[src/rtl/core/chs_pkg.sv]
// ----------------------------------------------------------------------------
// chs_pkg: shared types and constants of the chained hash set
// Field widths, operation and status codes, sequencer states.
// ----------------------------------------------------------------------------
`default_nettype none

package chs_pkg;

  localparam int VALUE_W  = 31;
  localparam int OP_W     = 2;
  localparam int STATUS_W = 2;
  localparam int CNT_W    = 11;
  localparam int CFG_W    = 7;

  localparam int DEF_NUM_BUCKETS = 64;
  localparam int DEF_NODE_POOL   = 1024;
  localparam logic [CFG_W-1:0] CFG_RESET = 7'd64;

  typedef enum logic [OP_W-1:0] {
    OP_INSERT = 2'd0,
    OP_SEARCH = 2'd1,
    OP_REMOVE = 2'd2,
    OP_NONE   = 2'd3
  } op_e;

  typedef enum logic [STATUS_W-1:0] {
    ST_OK     = 2'd0,
    ST_ABSENT = 2'd1,
    ST_DUP    = 2'd2,
    ST_FULL   = 2'd3
  } status_e;

  typedef enum logic [3:0] {
    S_CLEAR,
    S_IDLE,
    S_MOD,
    S_HEAD,
    S_HLOAD,
    S_WALK,
    S_NODE,
    S_ACT,
    S_FREE,
    S_REM1,
    S_REM2,
    S_FIN
  } state_e;

endpackage

`default_nettype wire

[src/rtl/core/chs_mod_unit.sv]
// ----------------------------------------------------------------------------
// chs_mod_unit: bit-serial remainder unit
// Restoring shift-subtract, one dividend bit per cycle.
// ----------------------------------------------------------------------------
`default_nettype none

module chs_mod_unit
  import chs_pkg::*;
(
  input  wire logic               clk_i,
  input  wire logic               rst_ni,
  input  wire logic               start_i,
  input  wire logic [VALUE_W-1:0] dividend_i,
  input  wire logic [CFG_W-1:0]   divisor_i,
  output logic                    done_o,
  output logic [CFG_W-1:0]        rem_o
);

  localparam int CNT_BITS = $clog2(VALUE_W);
  localparam logic [CNT_BITS-1:0] CNT_LAST = CNT_BITS'(VALUE_W - 1);

  logic                busy_q, busy_d;
  logic                done_q, done_d;
  logic [CNT_BITS-1:0] cnt_q, cnt_d;
  logic [VALUE_W-1:0]  dvd_q, dvd_d;
  logic [CFG_W-1:0]    dsr_q, dsr_d;
  logic [CFG_W-1:0]    rem_q, rem_d;
  logic [CFG_W:0]      trial;

  always_comb begin
    busy_d = busy_q;
    done_d = 1'b0;
    cnt_d  = cnt_q;
    dvd_d  = dvd_q;
    dsr_d  = dsr_q;
    rem_d  = rem_q;
    trial  = {rem_q, dvd_q[VALUE_W-1]};
    if (start_i) begin
      busy_d = 1'b1;
      cnt_d  = '0;
      dvd_d  = dividend_i;
      dsr_d  = divisor_i;
      rem_d  = '0;
    end else if (busy_q) begin
      // remainder stays below the divisor, so one subtract per bit suffices
      if (trial >= {1'b0, dsr_q}) begin
        trial = trial - {1'b0, dsr_q};
      end
      rem_d = trial[CFG_W-1:0];
      dvd_d = {dvd_q[VALUE_W-2:0], 1'b0};
      cnt_d = cnt_q + 1'b1;
      if (cnt_q == CNT_LAST) begin
        busy_d = 1'b0;
        done_d = 1'b1;
      end
    end
  end

  always_ff @(posedge clk_i or negedge rst_ni) begin
    if (!rst_ni) begin
      busy_q <= 1'b0;
      done_q <= 1'b0;
      cnt_q  <= '0;
    end else begin
      busy_q <= busy_d;
      done_q <= done_d;
      cnt_q  <= cnt_d;
    end
  end

  always_ff @(posedge clk_i) begin
    dvd_q <= dvd_d;
    dsr_q <= dsr_d;
    rem_q <= rem_d;
  end

  assign done_o = done_q;
  assign rem_o  = rem_q;

endmodule

`default_nettype wire

[config.mk]
export PLATFORM = sky130hd
export DESIGN_NAME = chs_mod_unit
export DESIGN_NICKNAME = d
export VERILOG_FILES = /design/src/rtl/core/chs_pkg.sv /design/src/rtl/core/chs_mod_unit.sv
export SDC_FILE = /design/constraint.sdc
export NUM_CORES = 1
export LEC_CHECK = 0
export ABC_AREA = 0
export BUFFER_PORTS_ARGS = -buffer_cell sky130_fd_sc_hd__buf_2
export CORE_MARGIN = 5
export CORE_UTILIZATION = 45
export CTS_CLUSTER_DIAMETER = 80
export DETAILED_ROUTE_END_ITERATION = 8
export PLACE_DENSITY = 0.78
export SLEW_MARGIN = 10
export SYNTH_ARGS = -nofsm -noshare
export SYNTH_HDL_FRONTEND = slang
export SYNTH_SLANG_ARGS = --single-unit
[constraint.sdc]
create_clock -name clk_i -period 5.7 [get_ports clk_i]
set_clock_uncertainty 0.05 [all_clocks]
set_input_delay 0.57 -clock clk_i [delete_from_list [all_inputs] [get_ports clk_i]]
set_output_delay 0.57 -clock clk_i [all_outputs]
set_load 0.02 [all_outputs]
==> impl_metrics.ini, run 1 <==
[yosys]
synth_nets = 249
synth_edf_count = 38
syn-instance-count = 198
postSynth.asyncResetShare_pct = 13.5
syn_area_sq_um = 2570
synth.avg_cell_area_sq_um = 13.0
seq_area_frac_synth_pct = 56.6
yosysUniqueCellTypes = 45
synthFlopType = edfxtp_1
yosysWarningCount = 0
ys_ff_latch = 52

[global_route]
grt_pass1_vias = 1703
gr-usage-all-layers_pct = 13.9
grt.overflow.total = 0
grt_max_degree = 53
grt_pass1_wl_um = 7960
antenna_found_initial = 0

[hold_path]
hp-class = input port to async pin

[die]
dieArea_sq_um = 7330
die_w_um = 85.6
io_pins = 49
die_h_um = 85.6
core_area_sq_um = 5540
initial_utilization_pct = 46.4
rows = 27

[cells_and_area]
fin_util_pct = 53.4
nets = 297
syn_to_final_growth_pct = 15.0
drive_above_1_share_pct = 38.1
antennaDiodeCount = 0
num-fill-cells = 496
stdcell_count = 319

[flow_run]
drv_cap = 0

[timing]
hold_violations = 0
slew_headroom_pct = 55.7
rsz0062_at_grt = false
slew_violations = 0
setup_viol = 0
holdWs_ns = 0.0331
max_freq_mhz = 459
worst_pin_slew_ns = 0.664
final.setup.tns_ns = 0
period_share_pct = 38.2
period_needed_ns = 2.18

[clock_network]
cts-root-buf = clkbuf_8
h-tree-depth = 2
tritoncts = built
clock_path_buffers = 2
cts_setup_buffers = 0
insertion_delay_ns = 0.30
clkSinkCount = 52
cts_repair_resize_count = 0
path_clk_slew_ns = 0.09
ctsHoldBuffers = 0
cts_buffers = 5

[setup_path]
end_kind = flip-flop
critical_path.slowest_cell = edfxtp_1
startpoint_type = flip-flop
worst-setup-path-type = flip-flop to flip-flop
crit_arrival_ns = 2.35
crit_chain = inv_1 -> ha_1 -> inv_1 -> fa_1 -> nand3_1 -> a31o_1 -> nand3_1 -> a311oi_2
ff2ff_path_depth = 8
path_depth = 8
critPathMaxFanout = 10
startpoint = dvd_q[30]
cp_top_family = compound AO/OA/AOI/OAI gates
rr_startpoint = dvd_q[30]
required_ns = 5.87
crit_buf_inv = 2
cpPeakStageDelay_ns = 0.41

[power_and_ir_drop]
ir_drop_mv = 0.163
total_power_mw = 0.945
p_per_area_nw_per_um2 = 319
power.leakage_nw = 1.26

[route]
vias_per_cell = 5.22
dr.pass1.iters = 4
drcViolationCount = 0
dr.first_iter.drc_count = 103
wl_per_cell_um = 14.7
vias = 1666
drtAntennaViolNets = 0
wirelength_um = 4710

[placement]
dp_cells = 311
portBuffers = 48
gp_congestion = 0.816
dp_hpwl_um = 3270

[status]
status = finished clean
-- state kept, by name, summed over array words and instances (netlist names) --
signal / flops
rem_o: 7
busy_q: 1
dvd_q: 31
cnt_q: 5
dsr_q: 7
done_o: 1
-- path summary, 6_finish.rpt --
kind,to,slack (ns)
max,rem_o[0],3.52
min,cnt_q[4],0.03
max reg2reg,rem_o[0],3.52
min reg2reg,dvd_q[1],0.50
max in group asynchronous,cnt_q[2],5.41
min in group clk_i,dsr_q[1],0.39
-- metal layers --
metal	track usage, %	share of wire (%)	vias to the layer above
met3	2.79	3.4	7
met4	5.61	1.9	0
met2	22.8	48	38
met5	0	0	-
li1	-	-	830
met1	18.1	46	791
-- layout make-up --
| class | count | area, sq um | area share [%] |
|---|---|---|---|
| flip-flops and latches | 52 | 1460 | 49.2 |
| multi-input cells | 125 | 1030 | 34.7 |
| repair buffers | 50 | 255 | 8.63 |
| well taps | 72 | 90.1 | 3.05 |
| clock buffers | 6 | 72.6 | 2.45 |
| inverters | 12 | 45.0 | 1.52 |
| clock inverters | 2 | 11.3 | 0.381 |
-- kinds of logic (layout without fill, tap and decap cells) --
family / after synthesis / in the layout / share of synthesized area [%]
compound gates: 26 / 26 / 8.51
xor+xnor: 7 / 7 / 2.38
fa+ha+maj: 10 / 10 / 5.16
buf+inv: 21 / 70 / 3.45
flops: 52 / 52 / 56.6
mux: 31 / 31 / 13.6
simple gates: 51 / 51 / 10.3
-- cell usage after synthesis (2+ instances only) --
cell type,instances,area [sq um]
nor3b_1,4,30.0
and3_1,3,18.8
edfxtp_1,38,1140
o21ai_0,3,15.0
a31oi_1,4,25.0
ha_1,9,113
nand3_1,5,25.0
buf_1,4,15.0
o31ai_1,2,15.0
xnor2_1,3,26.3
nor2b_1,2,12.5
a21o_1,3,22.5
clkbuf_1,2,7.51
inv_1,12,45.0
nand2_1,11,41.3
dfxtp_1,7,140
xor2_1,4,35.0
nand4_1,4,25.0
nor2_1,14,52.6
dfrtp_1,7,175
a211oi_1,3,22.5
mux2_2,31,349
-- where the power goes --
part / internal [mW] / leakage [nW] / switching, mW / total (mW)
logic: 0.125 / 0.676 / 0.137 / 0.263
clock network: 0.0854 / 0.0388 / 0.116 / 0.201
registers: 0.452 / 0.547 / 0.0287 / 0.481
total: 0.662 / 1.26 / 0.282 / 0.945
-- cells in the final DEF (no fill, tap or decap), types with 2 or more instances in the layout --
cell type and instances:
a211oi_1 3, clkbuf_8 5, mux2_2 31, ha_1 9
nand4_1 4, xor2_1 4, dfxtp_1 7, a21o_1 3
xnor2_1 3, nor2b_1 2, and3_1 3, o21ai_0 3
dfrtp_1 7, nor3b_1 4, buf_4 2, edfxtp_1 38
nand2_1 11, a31oi_1 4, o31ai_1 2, nor2_1 14
buf_2 48, nand3_1 5, inv_1 12
-- stage by stage --
step | worst slack [ns] | area (sq um)
finish | 3.52 | 2960
global route | 3.38 | 2960
CTS | 3.55 | 2960
detailed placement | 3.41 | 2870
global placement | 3.44 | 2870
floorplan | 3.75 | 2570
Note: power is estimated with default switching activity, not from simulation.
==> run 2: changes to the inputs <==
PLACE_DENSITY = 0.81   (was 0.78)
clock period = 1.9 ns   (was 5.7 ns; I/O delays follow)
==> impl_metrics.ini, run 2 (synthesis results as in run 1) <==
[timing]
hold_violations = 0
period_share_pct = 100
rsz0062_at_grt = true
slew_headroom_pct = 72.0
timing.final.ws_setup_ns = -0.0000164
final.setup.tns_ns = -0.0000164
holdWs_ns = 0.0165
slew_violations = 0
setup_viol = 1
period_needed_ns = 1.90
max_freq_mhz = 526
worst_pin_slew_ns = 0.420

[cells_and_area]
antennaDiodeCount = 0
multiInputGateArea_sq_um = 1090
seqCellArea_sq_um = 1460
largest_reg_flops = 31
syn_to_final_growth_pct = 28.1
num-fill-cells = 434
drive_above_1_share_pct = 46.4
nets = 326
fin_area_sq_um = 3300
top_register = dvd_q
mostFrequentLayoutCells = buf_2 (48), edfxtp_1 (38), mux2_2 (31)
final_common_cell = buf_2

[route]
drtAntennaViolNets = 0
wl_per_cell_um = 15.1
dr.first_iter.drc_count = 100
drcViolationCount = 0
wirelength_um = 5270
vias_per_cell = 5.12
dr.pass1.iters = 4
vias = 1782

[setup_path]
startpoint_type = flip-flop
critPathMaxFanout = 6
required_ns = 2.03
rr_startpoint = dsr_q[0]
ff2ff_path_depth = 8
r2r-end = rem_o[1]
crit_arrival_ns = 2.03
end_kind = flip-flop
reg2reg_slack_ns = -0.00002
worst-setup-path-type = flip-flop to flip-flop

[global_route]
grt_max_degree = 34
gr-usage-all-layers_pct = 14.6
grt.overflow.total = 0
grt_pass1_vias = 1757
antenna_found_initial = 0
grt_pass1_wl_um = 8450

[clock_network]
cts_buffers = 5
path_clk_slew_ns = 0.09
h-tree-depth = 2
insertion_delay_ns = 0.30
cts-root-buf = clkbuf_8
tritoncts = built
clkSinkCount = 52
clock_path_buffers = 2

[die]
die_w_um = 85.6
initial_utilization_pct = 46.4
die_h_um = 85.6
rows = 27
dieArea_sq_um = 7330
core_area_sq_um = 5540
io_pins = 49

[placement]
dp_hpwl_um = 3620
portBuffers = 48
dpl_cell_area_sq_um = 3000
gp_congestion = 0.841

[power_and_ir_drop]
total_power_mw = 3.15
power.leakage_nw = 1.42
ir_drop_mv = 0.531
p_per_area_nw_per_um2 = 957

[hold_path]
hold_end = dsr_q[1]
hold_path.startpoint = divisor_i[1]
hp-class = input port to flip-flop
whs_path_depth = 1

[flow_run]
drv_cap = 0

[status]
status = complete, but fails checks
violations = setup timing
-- run 2: per-layer routing --
layer  up-vias  global-route usage, %  wire length (um)
li1        885                      -                 -
met1       847                   18.7              2320
met2        44                   23.9              2640
met3         6                   3.94               236
met4         0                   4.75                74
met5         -                      0                 0
-- run 2: critical path, cell delays in order, from the launching register on --
cell and delay [ns]:
edfxtp_1 0.39, ha_2 0.21, inv_2 0.06, fa_2 0.20
nand3_2 0.09, a31o_1 0.22, buf_6 0.14, and2_4 0.17
o311a_1 0.28
-- run 2: how the worst max path moves through the flow --
stage / from / slack (ns) / endpoint / cells after the start
2_1_floorplan: rem_o[3] / 0.03 / rem_o[6] / 6
3_3_place_gp: dvd_q[30] / -0.03 / rem_o[1] / 9
3_5_place_dp: dvd_q[30] / -0.1 / rem_o[1] / 9
4_1_cts: dvd_q[30] / -0.06 / rem_o[1] / 9
5_1_grt: dvd_q[30] / -0.07 / rem_o[0] / 9
6_report: dsr_q[0] / -0.00002 / rem_o[1] / 8
-- run 2: where the power goes --
part / switching, mW / internal (mW) / total (mW)
registers: 0.0795 / 1.36 / 1.44
clock network: 0.363 / 0.265 / 0.628
logic: 0.520 / 0.569 / 1.09
-- run 2: area by class of cell --
class | instances | share of cell area (%)
Clock buffer | 6 | 2.20
Timing Repair Buffer | 79 | 15.8
Tap cell | 72 | 2.73
Clock inverter | 2 | 0.494
Sequential cell | 52 | 44.2
Multi-Input combinational cell | 125 | 33.2
Inverter | 12 | 1.37
-- run 2: stage by stage --
stage	setup slack [ns]	utilization [%]	cells
detailed placement	-0.0987	54.2	325
floorplan	0.0262	-	198
global route	-0.0702	59.5	348
CTS	-0.0629	57.3	338
finish	-0.0000164	59.5	348
global placement	-0.0269	54.2	325
-- run 2: what timing repair did --
action / 4_1_cts / 5_1_grt
endpoints found under the hold margin: 7 / 5
resized for setup: 8 / 7
pin swaps: 4 / 9
buffers inserted: 4 / 5
hold buffers: 1 / 5
setup endpoints to repair: 7 / 7
